File: config.mk
export PLATFORM = sky130hd
export DESIGN_NAME = vectored_interrupt_controller
export DESIGN_NICKNAME = d
export VERILOG_FILES = /design/src/vic_pkg.sv /design/src/vic_prio_enc.sv /design/src/vectored_interrupt_controller.sv
export SDC_FILE = /design/constraint.sdc
export NUM_CORES = 1
export LEC_CHECK = 0
export BUFFER_PORTS_ARGS = -buffer_cell sky130_fd_sc_hd__buf_2
export CAP_MARGIN = 20
export CORE_ASPECT_RATIO = 0.75
export CORE_MARGIN = 2
export CORE_UTILIZATION = 35
export CTS_CLUSTER_SIZE = 12
export DETAILED_ROUTE_END_ITERATION = 16
export PLACE_DENSITY_LB_ADDON = 0.12
export SKIP_LAST_GASP = 1
export SLEW_MARGIN = 40
export SYNTH_ARGS = -nofsm -noshare
export SYNTH_HDL_FRONTEND = slang
export SYNTH_SLANG_ARGS = --single-unit
File: constraint.sdc
create_clock -name clk_i -period 5.64 [get_ports clk_i]
set_input_delay 1.128 -clock clk_i [delete_from_list [all_inputs] [get_ports clk_i]]
set_output_delay 1.128 -clock clk_i [all_outputs]
set_load 0.02 [all_outputs]
File: src/vic_pkg.sv
// ----------------------------------------------------------------------------
// vic_pkg
// Shared types and register offsets for the vectored interrupt controller.
// ----------------------------------------------------------------------------
package vic_pkg;

  localparam int unsigned PadWidth   = 64;
  localparam int unsigned HalfWidth  = 32;
  localparam int unsigned IndexWidth = 6;
  localparam int unsigned GroupSize  = 8;
  localparam int unsigned GroupCount = PadWidth / GroupSize;

  typedef enum logic [1:0] {
    CMD_LINE  = 2'd0,
    CMD_WRITE = 2'd1,
    CMD_READ  = 2'd2
  } cmd_e;

  localparam logic [11:0] OFS_SELECT0 = 12'h000;
  localparam logic [11:0] OFS_SELECT1 = 12'h004;
  localparam logic [11:0] OFS_ENSET0  = 12'h030;
  localparam logic [11:0] OFS_ENSET1  = 12'h034;
  localparam logic [11:0] OFS_CLEAR0  = 12'h0B0;
  localparam logic [11:0] OFS_CLEAR1  = 12'h0B4;
  localparam logic [11:0] OFS_VEC0    = 12'h0D0;
  localparam logic [11:0] OFS_VEC1    = 12'h0D4;

  typedef struct packed {
    cmd_e        cmd;
    logic [5:0]  line_index;
    logic        line_level;
    logic [11:0] offset;
    logic [31:0] write_data;
  } vic_req_t;

  typedef struct packed {
    logic [31:0] read_data;
    logic        irq_out;
    logic        fiq_out;
  } vic_rsp_t;

endpackage

File: src/vic_prio_enc.sv
// ----------------------------------------------------------------------------
// vic_prio_enc
// Lowest-set-bit encoder over 64 bits, split into eight byte groups.
// ----------------------------------------------------------------------------
module vic_prio_enc
  import vic_pkg::*;
(
  input  logic [PadWidth-1:0]   vec_i,
  output logic [IndexWidth-1:0] index_o
);

  logic [GroupCount-1:0] grp_any;
  logic [2:0]            grp_sel;
  logic [GroupSize-1:0]  grp_bits;
  logic [2:0]            bit_sel;

  always_comb begin
    for (int g = 0; g < GroupCount; g++) begin
      grp_any[g] = |vec_i[g*GroupSize +: GroupSize];
    end
  end

  // scan from the top so the lowest set entry wins
  always_comb begin
    grp_sel = 3'd0;
    for (int g = GroupCount - 1; g >= 0; g--) begin
      if (grp_any[g]) begin
        grp_sel = 3'(g);
      end
    end
  end

  assign grp_bits = vec_i[grp_sel*GroupSize +: GroupSize];

  always_comb begin
    bit_sel = 3'd0;
    for (int b = GroupSize - 1; b >= 0; b--) begin
      if (grp_bits[b]) begin
        bit_sel = 3'(b);
      end
    end
  end

  assign index_o = {grp_sel, bit_sel};

endmodule

File: src/vectored_interrupt_controller.sv
// ----------------------------------------------------------------------------
// vectored_interrupt_controller
// Interrupt controller with pending, IRQ enable and FIQ select masks.
// ----------------------------------------------------------------------------
//  channel   | ports                  | handshake
//  ----------+------------------------+-----------------------------------
//  request   | start_i, req_i, busy_o | taken when start_i && !busy_o
//  result    | done_o, rsp_o          | one-cycle strobe, cannot stall
//
// A request is registered, processed in the following cycle against the mask
// registers, and its result is then registered and strobed on done_o with rsp_o.
// One request per cycle is sustained; busy_o stays low.
// Reset clears all masks and the pipeline valid flags.
// ----------------------------------------------------------------------------
module vectored_interrupt_controller
  import vic_pkg::*;
#(
  parameter int unsigned SOURCE_COUNT = 64
) (
  input  logic     clk_i,
  input  logic     rst_ni,
  input  logic     start_i,
  input  vic_req_t req_i,
  output logic     busy_o,
  output logic     done_o,
  output vic_rsp_t rsp_o
);

  localparam logic [PadWidth-1:0] ValidMask =
      (SOURCE_COUNT >= PadWidth) ? {PadWidth{1'b1}}
                                 : ((64'd1 << SOURCE_COUNT) - 64'd1);

  vic_req_t req_q;
  logic     req_vld_q;
  vic_rsp_t rsp_q, rsp_d;
  logic     done_q;

  logic [SOURCE_COUNT-1:0] pend_q, pend_d;
  logic [SOURCE_COUNT-1:0] en_q, en_d;
  logic [SOURCE_COUNT-1:0] sel_q, sel_d;

  logic [PadWidth-1:0]   pend_cur, en_cur, sel_cur;
  logic [PadWidth-1:0]   pend_nxt, en_nxt, sel_nxt;
  logic [PadWidth-1:0]   lo_data, hi_data;
  logic [IndexWidth-1:0] vec_index;

  assign busy_o = 1'b0;

  assign pend_cur = PadWidth'(pend_q);
  assign en_cur   = PadWidth'(en_q);
  assign sel_cur  = PadWidth'(sel_q);

  assign lo_data = {{HalfWidth{1'b0}}, req_q.write_data};
  assign hi_data = {req_q.write_data, {HalfWidth{1'b0}}};

  vic_prio_enc u_prio_enc (
    .vec_i   (pend_cur & en_cur),
    .index_o (vec_index)
  );

  always_comb begin
    pend_nxt = pend_cur;
    en_nxt   = en_cur;
    sel_nxt  = sel_cur;
    rsp_d    = '0;
    if (req_vld_q) begin
      case (req_q.cmd)
        CMD_LINE: begin
          if ({1'b0, req_q.line_index} < 7'(SOURCE_COUNT)) begin
            pend_nxt[req_q.line_index] = req_q.line_level;
          end
        end
        CMD_WRITE: begin
          unique case (req_q.offset)
            // keep the upper half and replace the lower half
            OFS_SELECT0: sel_nxt  = ((sel_cur & {{HalfWidth{1'b1}}, {HalfWidth{1'b0}}})
                                    | lo_data) & ValidMask;
            OFS_SELECT1: sel_nxt  = ((sel_cur & {{HalfWidth{1'b0}}, {HalfWidth{1'b1}}})
                                    | hi_data) & ValidMask;
            OFS_ENSET0:  en_nxt   = (en_cur | lo_data) & ValidMask;
            OFS_ENSET1:  en_nxt   = (en_cur | hi_data) & ValidMask;
            OFS_CLEAR0:  pend_nxt = pend_cur & ~lo_data;
            OFS_CLEAR1:  pend_nxt = pend_cur & ~hi_data;
            default: ;
          endcase
        end
        CMD_READ: begin
          if (req_q.offset == OFS_VEC0 || req_q.offset == OFS_VEC1) begin
            rsp_d.read_data = 32'(vec_index);
          end
        end
        default: ;
      endcase
    end
    rsp_d.irq_out = |(pend_nxt & en_nxt);
    rsp_d.fiq_out = |(pend_nxt & sel_nxt);
  end

  assign pend_d = pend_nxt[SOURCE_COUNT-1:0];
  assign en_d   = en_nxt[SOURCE_COUNT-1:0];
  assign sel_d  = sel_nxt[SOURCE_COUNT-1:0];

  always_ff @(posedge clk_i or negedge rst_ni) begin
    if (!rst_ni) begin
      req_vld_q <= 1'b0;
      done_q    <= 1'b0;
      pend_q    <= '0;
      en_q      <= '0;
      sel_q     <= '0;
    end else begin
      req_vld_q <= start_i && !busy_o;
      done_q    <= req_vld_q;
      pend_q    <= pend_d;
      en_q      <= en_d;
      sel_q     <= sel_d;
    end
  end

  // payload registers carry no reset
  always_ff @(posedge clk_i) begin
    if (start_i && !busy_o) begin
      req_q <= req_i;
    end
    rsp_q <= rsp_d;
  end

  assign done_o = done_q;
  assign rsp_o  = rsp_q;

endmodule
# == Word-level counts from Yosys, hierarchy flattened ==
# Index checks and enable logic that the tools add are counted.
# W data, S select, Z words.
# classes
n_addsub,0
multipliers,0
div,0
magnitude_cmp,2
n_eq_ne,9
n_shift,1
muxes,27
n_bitwise,14
reduce_logical,19
# ops
operator,count
$pmux W64 S2,4
$and A64 B64 Y64,5
$mux W64,5
$or A64 B32 Y64,2
$reduce_or A64 Y1,2
$bwmux W64,1
$not A32 Y64,1
$not A64 Y64,1
$or A32 B64 Y64,1
$or A64 B64 Y64,1
$reduce_or A8 Y1,8
$shiftx A64 B7 Y8,1
$eq A12 B8 Y1 const B,4
$mux W3,15
$eq A12 B6 Y1 const B,2
$eq A12 B3 Y1 const B,1
$logic_not A12 Y1,1
$lt A6 B7 Y1 const B,1
$reduce_or A7 Y1,1
$demux W1 S6,1
$ge A6 B1 Y1 const B,1
$reduce_or A5 Y1,1
$reduce_or A4 Y1,1
$not A1 Y1,3
other kinds (8),8
# totals
regBits,281
latchBits,0
ramBits,0
mem_bits_ro,0
inputBits,56
output_inout_bits,36
word_cells,89
memories,0

# == Longest topological paths before layout ==
# Gate-level depths: netlist of the first run.
# depth
word_depth,18
mapped_depth,14

# == Modules after synthesis ==
# A second synthesis of the first run with hierarchy kept.
# unflattened
cells_unflattened,1268
hier_area_um2,13048.8
# by_module_without_submodules
mod,instances,cells_each,area_each_um2,seq_area_each_um2
vectored_interrupt_controller,1,1148,12032.8,6606.3
vic_prio_enc,1,120,1016.0,0.0

# == Worst setup path after synthesis of the first run ==
# Ideal clock, no wire load.
# synth_path
path_type,register to register
start,register req_q[47] in the netlist's numbering
end,"register rsp_q, in the netlist rsp_o[0]"
arrival_time_ps,3037
slack_ps,2469
stages_incl_launch_ff,15
period_less_slack_ps,3171
path_cell_list,edfxtp_1 buf_6 or3b_1 buf_6 or2_1 buf_6 nor2_4 a21oi_2 o21ai_2 o21a_2 inv_2 a2111o_1 a2111oi_2 nand4_1 or4_1
# synth_lines
element,line,text
from (decl),vectored_interrupt_controller.sv:33,vic_req_t req_q;
from (signal assigned),vectored_interrupt_controller.sv:122,req_q <= req_i;
to (signal assigned),vectored_interrupt_controller.sv:124,rsp_q <= rsp_d;
to (decl),vectored_interrupt_controller.sv:35,"vic_rsp_t rsp_q, rsp_d;"

==> impl_metrics.yaml, run 1 <==
run_status:
  status: "finished clean"
route:
  route.met2.wl_um: 20770
  drc: 0
  avgViaCountPerCell: 5.638
  vias: 10171
  finalWirelength_um: 50320
  m1WireLength_um: 23150
  drt-wirelength-per-cell_um: 27.89
  wl_met3_um: 5426
  ant_nets: 0
  first_pass_iters: 6
  drtIter0Drc: 1264
  highest_layer: "met5"
logic_synthesis:
  synth_edf_count: 53
  syn-cell-area_um2: 12180
  yosysTopAreaCell: "dfrtp_1"
  syn_inst: 1269
  synthArstFlopShare_pct: 76.08
  seq_area_frac_synth_pct: 54.25
  synthFlopType: "dfrtp_1"
  ys_seq_elements: 255
  ys_types: 68
  synthTopCellsByArea: "dfrtp_1 (40%), edfxtp_1 (13%), nand2_1 (8.3%), a21oi_1 (4.6%), a21o_1 (4.0%)"
  syn_area_per_cell_um2: 9.596
  netlist.area_leader.share_pct: 39.86
  yosysWarnings: 0
sta:
  finalCritPeriodShare_pct: 75.28
  setup_slack_ns: 1.394
  finalHoldViolCount: 0
  rsz0062_at_grt: "false"
  fin_skew_ns: 0.01370
  drv_slew: 0
  fin_tns_setup_ns: 0
  worst_pin_slew_ns: 0.8718
  relSlewSlack_pct: 41.88
  fmax_mhz: 235.5
  setup_violations: 0
  period_minus_slack_ns: 4.246
power_and_ir_drop:
  p_leak_uw: 0.006992
  peakVddDrop_mv: 0.2340
  finalPower_uw: 4110
  power_density_nw_per_um2: 298.0
floorplanning:
  pin_count: 92
  num_rows: 59
  dieWidth_um: 219.4
  initial_utilization_pct: 35.32
  dieArea_um2: 36320
  fp.dieH_um: 165.5
  core_area_um2: 34470
place:
  io_buffers: 64
  pre_cts_ws_ns: 1.416
  gp_congestion: 0.9717
  dp.cells: 1752
  dpl-instance-area_um2: 12900
  dp_hpwl_um: 35630
cts:
  root_buffer: "clkbuf_16"
  hold_buffers: 0
  cts-resized-gates: 0
  cts_tree: "built"
  cts_setup_buffers: 0
  cts_buffers: 28
  numClockSinks: 255
  clk_pin_slew_ns: 0.06
  clockBufferDepth: 3
  h-tree-depth: 1
  clock_latency_ns: 0.57
layout:
  diodes: 0
  area_delta_synth_final_pct: 13.24
  nNetsFinal: 1381
  multiInputGateArea_um2: 4980
  ff_latch_area_um2: 6606
  drive_gt1_share_pct: 12.10
  design_area_um2: 13790
  fill_cells: 3436
  finalNonFillerCells: 1804
critical_path:
  worstPathRequired_ns: 6.07
  critical_path_peak_fanout: 17
  cp-start-kind: "flop"
  crit_path_end_kind: "flop"
  critical_path_class: "flop to flop"
  arrival_ns: 4.68
grt:
  grt_pass1_vias: 9782
  antenna_found_initial: 1
  grt_pass1_wl_um: 72370
  grtUsageTotal_pct: 28.31
  grt_max_degree: 107
  overflow: 0
job:
  maxCapViolations: 0
worst_hold_path:
  hold_class: "flop to flop"
==> sequential cells by signal, summed over array words and instances, names as in the netlist <==
register,cells
en_cur,64
pend_cur,64
sel_cur,64
hi_data,32
req_q,21
rsp_o,8
done_o,1
req_vld_q,1
==> placed cells by master (no fill, tap or decap), drive strengths merged, types with 7 or more instances in the layout <==
cell type | synthesis | final
nor2 | 79 | 79
inv | 68 | 69
clkinv | 0 | 7
or2 | 13 | 13
a21oi | 115 | 115
nand3 | 15 | 15
edfxtp | 53 | 53
conb | 1 | 27
dfxtp | 8 | 8
dfrtp | 194 | 194
buf | 44 | 84
a22oi | 10 | 10
a21o | 65 | 65
a2111oi | 11 | 11
nand4 | 14 | 14
a22o | 34 | 34
nand3b | 7 | 7
o21ai | 76 | 76
mux2i | 16 | 16
o21a | 57 | 57
nand2 | 269 | 269
clkbuf | 41 | 43
nor4 | 15 | 15
==> through the flow <==
stage               hold WS [ns]  util (%)
finish                    0.4488     40.00
global route              0.4753     40.00
CTS                       0.4573     39.98
detailed placement        0.4414     37.43
global placement          0.4441     37.38
floorplan                 0.3789         -
==> synth_stat cells, types with 8 or more instances <==
cell       count
dfrtp_1      194
dfxtp_1        8
o21ai_0       68
clkbuf_1      41
or2_2          9
nand4_1       14
buf_4         28
nand2_1      268
a22oi_1       10
nor4_1        12
buf_2          8
a21o_1        65
edfxtp_1      53
nand3_1       15
a22o_1        34
mux2i_1       16
nor2_1        77
o21a_1        56
a21oi_1      113
inv_1         66
a2111oi_0     10
==> layer usage <==
layer	global-route usage [%]	vias up
met5	0	-
li1	-	4507
met3	9.377	72
met1	41.54	5042
met2	40.29	548
met4	5.989	2
==> path summary, 6_finish.rpt <==
check	slack (ns)	to	from	cells past startpoint
setup / recovery	1.39	rsp_o[0]	req_q[51]	11
hold / removal	0.45	done_o	req_vld_q	0
setup reg to reg	1.39	rsp_o[0]	req_q[51]	11
hold reg to reg	0.45	done_o	req_vld_q	0
max in group asynchronous	4.01	en_cur[1]	rst_ni	2
min in group asynchronous	0.50	sel_cur[24]	rst_ni	1
==> critical path, cell delays in order, from the launching register on <==
cell	delay, ns
edfxtp_1	0.69
nor2b_1	0.28
nand4_1	0.20
nor3_1	0.24
nand2_1	0.55
buf_4	0.46
nand2_1	0.12
a21oi_1	0.07
a2111o_1	0.30
a2111oi_2	0.39
nand4_1	0.24
or4_1	0.57
==> report_power, final <==
group          internal (µW)  total, µW  switching [µW]
clock network           1030       1810             784
registers               1950       2050            98.4
logic                   66.4        250             183
total                   3040       4110            1070
==> logic make-up after synthesis <==
group           count (synthesis)  synth area share (%)
simple gates                  447                 16.68
other cells                     1               0.03079
buf+inv                       153                 6.031
flops                         255                 54.25
compound gates                394                 21.24
mux                            19                 1.777
==> cell type report <==
class / count / area share (%)
clock inverter: 10 / 0.5444
tap: 457 / 4.146
clock buffer: 42 / 5.834
multi-input combinational: 887 / 36.11
timing repair buffer: 85 / 3.611
inverter: 68 / 1.851
sequential: 255 / 47.90
Power figures use the tool's default switching activity.
==> run 2: changes to the inputs <==
==> constraint.sdc (replaced) <==
create_clock -name clk_i -period 4.4 [get_ports clk_i]
set_input_delay 0.88 -clock clk_i [delete_from_list [all_inputs] [get_ports clk_i]]
set_output_delay 0.88 -clock clk_i [all_outputs]
set_load 0.02 [all_outputs]
==> run 2 against run 1 <==
Critical path depth stayed put; worst setup slack worse by 1.2 ns; cell count is 1.1% higher; clock power is 27% higher; sequential cell count stayed put; via count is 2.1% higher; first-iteration DRC count is 9.7% lower; global-route usage is 0.59 points lower; non-clock buffer count is 22 higher; largest cell class unchanged.
==> impl_metrics.yaml, run 2 (synthesis gave the netlist of run 1 again) <==
run_status:
  status: "finished clean"
sta:
  setup_violations: 0
  finalHoldViolCount: 0
  fmax_mhz: 237.2
  period_minus_slack_ns: 4.216
  hold_slack_ns: 0.3492
  rsz0062_at_grt: "false"
  drv_slew: 0
  finalCritPeriodShare_pct: 95.81
  relSlewSlack_pct: 43.31
  worst_pin_slew_ns: 0.8447
  fin_skew_ns: 0.03184
  fin_tns_setup_ns: 0
layout:
  layout.cells.most_common_list: "nand2_1 (268), dfrtp_1 (194), a21oi_1 (113), nor2_1 (76), o21ai_0 (68)"
  final_common_cell: "nand2_1"
  design_area_um2: 13950
  drive_gt1_share_pct: 13.24
  diodes: 0
  area_delta_synth_final_pct: 14.58
  nNetsFinal: 1403
power_and_ir_drop:
  p_int_uw: 3876
  switching_share_pct: 25.96
  power_density_nw_per_um2: 375.1
  switchingPower_uw: 1359
  clkPwrFrac_pct: 43.7
  seq_power_share_pct: 50.1
  combPwrFrac_pct: 6.2
  peakVddDrop_mv: 0.2377
  p_leak_uw: 0.007088
place:
  dp_hpwl_um: 36600
  io_buffers: 64
  gp_congestion: 1.018
  dpl-instance-area_um2: 13090
floorplanning:
  pin_count: 92
  dieArea_um2: 36320
  dieWidth_um: 219.4
  num_rows: 59
  core_area_um2: 34470
  initial_utilization_pct: 35.32
  fp.dieH_um: 165.5
critical_path:
  cp-start-kind: "flop"
  arrival_ns: 4.65
  crit_path_end_kind: "flop"
  critical_path_class: "flop to flop"
  critical_path_peak_fanout: 10
  worstPathRequired_ns: 4.83
route:
  drtIter0Drc: 1142
  avgViaCountPerCell: 5.691
  finalWirelength_um: 49180
  first_pass_iters: 5
  drt-wirelength-per-cell_um: 26.96
  ant_nets: 0
  drc: 0
  vias: 10381
cts:
  clk_pin_slew_ns: 0.06
  root_buffer: "clkbuf_16"
  numClockSinks: 255
  h-tree-depth: 1
  cts_buffers: 28
  cts-resized-gates: 0
  cts_setup_buffers: 0
  clockBufferDepth: 3
  clock_latency_ns: 0.58
  cts_tree: "built"
  hold_buffers: 0
grt:
  grtUsageTotal_pct: 27.72
  antenna_found_initial: 1
  overflow: 0
  grt_pass1_wl_um: 71460
  grt_pass1_vias: 9847
  grt_max_degree: 82
worst_hold_path:
  hold_class: "input port to asynchronous set/reset pin"
job:
  maxCapViolations: 0
[run 2: changes by cell type in the layout (fill, tap and decap cells not counted), sizes merged]
cell,before,now
buf,84,106
clkbuf,43,41
clkinv,7,8
clkinvlp,1,0
[run 2: layer usage]
| layer | share of wire (%) | wire (µm) | GRT usage (%) |
|---|---|---|---|
| met5 | 0.022 | 11 | 0 |
| met4 | 2.8 | 1360 | 6.665 |
| met3 | 10 | 5012 | 7.308 |
| met2 | 40 | 19450 | 38.23 |
| met1 | 47 | 23350 | 42.58 |
[run 2: final cells by class]
class / count / area [µm²]
fill: 3398 / 20520
sequential: 255 / 6606
multi-input combinational: 887 / 4966
clock buffer: 40 / 775.7
timing repair buffer: 107 / 689.4
tap: 457 / 571.8
inverter: 68 / 255.2
clock inverter: 10 / 88.84
[run 2: critical path, cell delays in order, from the launching register on]
cell	delay [ns]
edfxtp_1	0.55
or3b_1	0.63
or2_1	0.44
nor2_1	0.15
a21oi_1	0.04
o21ai_0	0.15
o21a_1	0.20
a21oi_1	0.08
a2111o_1	0.30
a2111oi_0	0.60
nand4_1	0.33
or4_1	0.58
[run 2: metrics by stage]
stage | std cells | util (%) | total power, µW | setup WS (ns)
after floorplan | 1295 | - | 2788 | 1.229
after global placement | 1774 | 37.97 | 2986 | 0.1704
after detailed placement | 1774 | 37.97 | 2984 | 0.2586
after CTS | 1824 | 40.47 | 5263 | 0.2229
after global routing | 1824 | 40.47 | 5394 | 0.01426
final | 1824 | 40.47 | 5234 | 0.1844
[run 2: power by group through the flow]
stage	combinational [µW]	clock, µW	sequential [µW]
6_report	326	2290	2620
5_1_grt	356	2410	2630
4_1_cts	323	2320	2620
3_5_place_dp	321	0	2660
3_3_place_gp	322	0	2660
2_1_floorplan	192	0	2600
[run 2: worst paths after layout]
check                                to  slack, ns        start  cells after the start
max in group asynchronous  pend_cur[34]       2.94       rst_ni                      2
setup / recovery               rsp_o[0]       0.18    req_q[47]                     11
hold reg to reg             sel_cur[62]       0.46  sel_cur[62]                      2
setup reg to reg               rsp_o[0]       0.18    req_q[47]                     11
min in group clk_i          sel_cur[62]       0.46  sel_cur[62]                      2
hold / removal               sel_cur[8]       0.35       rst_ni                      1
==> run 3: changes to the inputs <==
==> constraint.sdc (replaced) <==
create_clock -name clk_i -period 3.9 [get_ports clk_i]
set_input_delay 0.78 -clock clk_i [delete_from_list [all_inputs] [get_ports clk_i]]
set_output_delay 0.78 -clock clk_i [all_outputs]
set_load 0.02 [all_outputs]
==> run 3 against run 2 <==
Utilization grew 1.1 points; non-clock buffer count rose by 22; final area up 2.6%; clock power rose by 21%; routed wire length is 2.0% higher; largest power group unchanged.
==> impl_metrics.yaml, run 3 (synthesis gave the netlist of run 1 again) <==
layout:
  area_delta_synth_final_pct: 17.59
  drive_gt1_share_pct: 15.00
  layout.cells.most_common_list: "nand2_1 (268), dfrtp_1 (194), a21oi_1 (113), nor2_1 (76), o21ai_0 (68)"
  nNetsFinal: 1426
  utilization_pct: 41.54
  diodes: 0
  fill_cells: 3395
  final_common_cell: "nand2_1"
floorplanning:
  dieWidth_um: 219.4
  fp.dieH_um: 165.5
  pin_count: 92
  initial_utilization_pct: 35.32
  dieArea_um2: 36320
  core_area_um2: 34470
  num_rows: 59
cts:
  root_buffer: "clkbuf_16"
  clock_latency_ns: 0.58
  hold_buffers: 0
  h-tree-depth: 1
  clk_pin_slew_ns: 0.07
  numClockSinks: 255
  cts_tree: "built"
  clockBufferDepth: 3
  cts_buffers: 29
route:
  drc: 0
  finalWirelength_um: 50170
  ant_nets: 0
  drtIter0Drc: 1213
  avgViaCountPerCell: 5.649
  first_pass_iters: 5
  drt-wirelength-per-cell_um: 27.12
  vias: 10450
power_and_ir_drop:
  peakVddDrop_mv: 0.3190
  power_density_nw_per_um2: 427.8
  p_leak_uw: 0.007267
place:
  pre_cts_ws_ns: 0.1376
  io_buffers: 64
  gp_congestion: 0.9616
  dp_hpwl_um: 36440
grt:
  overflow: 0
  grtUsageTotal_pct: 27.88
  grt_pass1_wl_um: 71490
  grt_max_degree: 94
  grt_pass1_vias: 9759
  antenna_found_initial: 0
critical_path:
  cp-start-kind: "flop"
  critical_path_class: "flop to flop"
  arrival_ns: 4.28
  path_cells: "nor4_4 > nand2_2 > nor4_4 > buf_12 > a21oi_1 > o21ai_0 > o21a_1 > inv_1 > a2111o_1 > a2111oi_1 > nand4_1 > or4_1"
  path_delay_family: "simple AND/OR/NAND/NOR gates"
  worstPathRequired_ns: 4.34
  critical_path_peak_fanout: 13
  crit_path_end_kind: "flop"
  slowest_stage: "or4_1"
  critical_path.max_stage_delay_ns: 0.58
  cp_common_cell: "nor4_4"
  critPathBufInv: 2
job:
  maxCapViolations: 0
run_status:
  status: "finished clean"
sta:
  relSlewSlack_pct: 40.15
  setup_violations: 0
  finalCritPeriodShare_pct: 98.42
  fin_skew_ns: 0.01718
  worst_pin_slew_ns: 0.8916
  finalHoldViolCount: 0
  period_minus_slack_ns: 3.838
  drv_slew: 0
  setup_slack_ns: 0.06175
  fmax_mhz: 260.5
worst_hold_path:
  hold_class: "input port to asynchronous set/reset pin"
[run 3: cell count changes in the layout (fill, tap and decap cells not counted), sizes merged]
cell and delta:
inv +2, clkinv -2, buf +22, clkbuf +3, bufinv +1
[run 3: area by class of cell]
class	count	area, µm²	area share, %
flip-flops and latches	255	6606	46.13
multi-input cells	887	4990	34.84
repair buffers	129	943.4	6.588
clock buffers	43	838.3	5.854
well taps	457	571.8	3.993
inverters	68	255.2	1.782
clock inverters	11	115.1	0.8038
[run 3: final timing paths]
check                           from          end  slack (ns)  depth (start not counted)
min                           rst_ni    en_cur[8]        0.05                          1
min reg2reg                req_vld_q       done_o        0.46                          0
max in group asynchronous     rst_ni   en_cur[49]        2.82                          3
min in group clk_i         req_i[22]  hi_data[54]        0.38                          1
max                        req_q[42]     rsp_o[0]        0.06                         12
max reg2reg                req_q[42]     rsp_o[0]        0.06                         12
[run 3: routing by layer]
layer	wire length, µm	global-route usage (%)
met5	0	0
met4	1300	6.941
met3	5288	6.868
met2	20150	39.00
met1	23430	42.59
[run 3: what timing repair did]
action                                  CTS  global route
endpoints found under the hold margin     0             0
buffers inserted                          0             3
endpoints found under the setup margin    0             1
resized for setup                         0             4
[run 3: power by group]
group / switching, µW / internal (µW)
clock: 1160 / 1620
combinational: 271 / 114
sequential: 139 / 2820
[run 3: through the flow]
| step | instance area [µm²] | hold WS [ns] | setup TNS, ns | instances | power, µW |
|---|---|---|---|---|---|
| finish | 14320 | 0.04621 | 0 | 1850 | 6126 |
| global route | 14320 | 0.04299 | -0.001941 | 1850 | 6321 |
| CTS | 14210 | 0.3184 | 0 | 1845 | 6149 |
| detailed placement | 13260 | 0.4426 | 0 | 1791 | 3377 |
| global placement | 13250 | 0.4434 | 0 | 1791 | 3377 |
| floorplan | 12280 | 0.3789 | 0 | 1295 | 3146 |
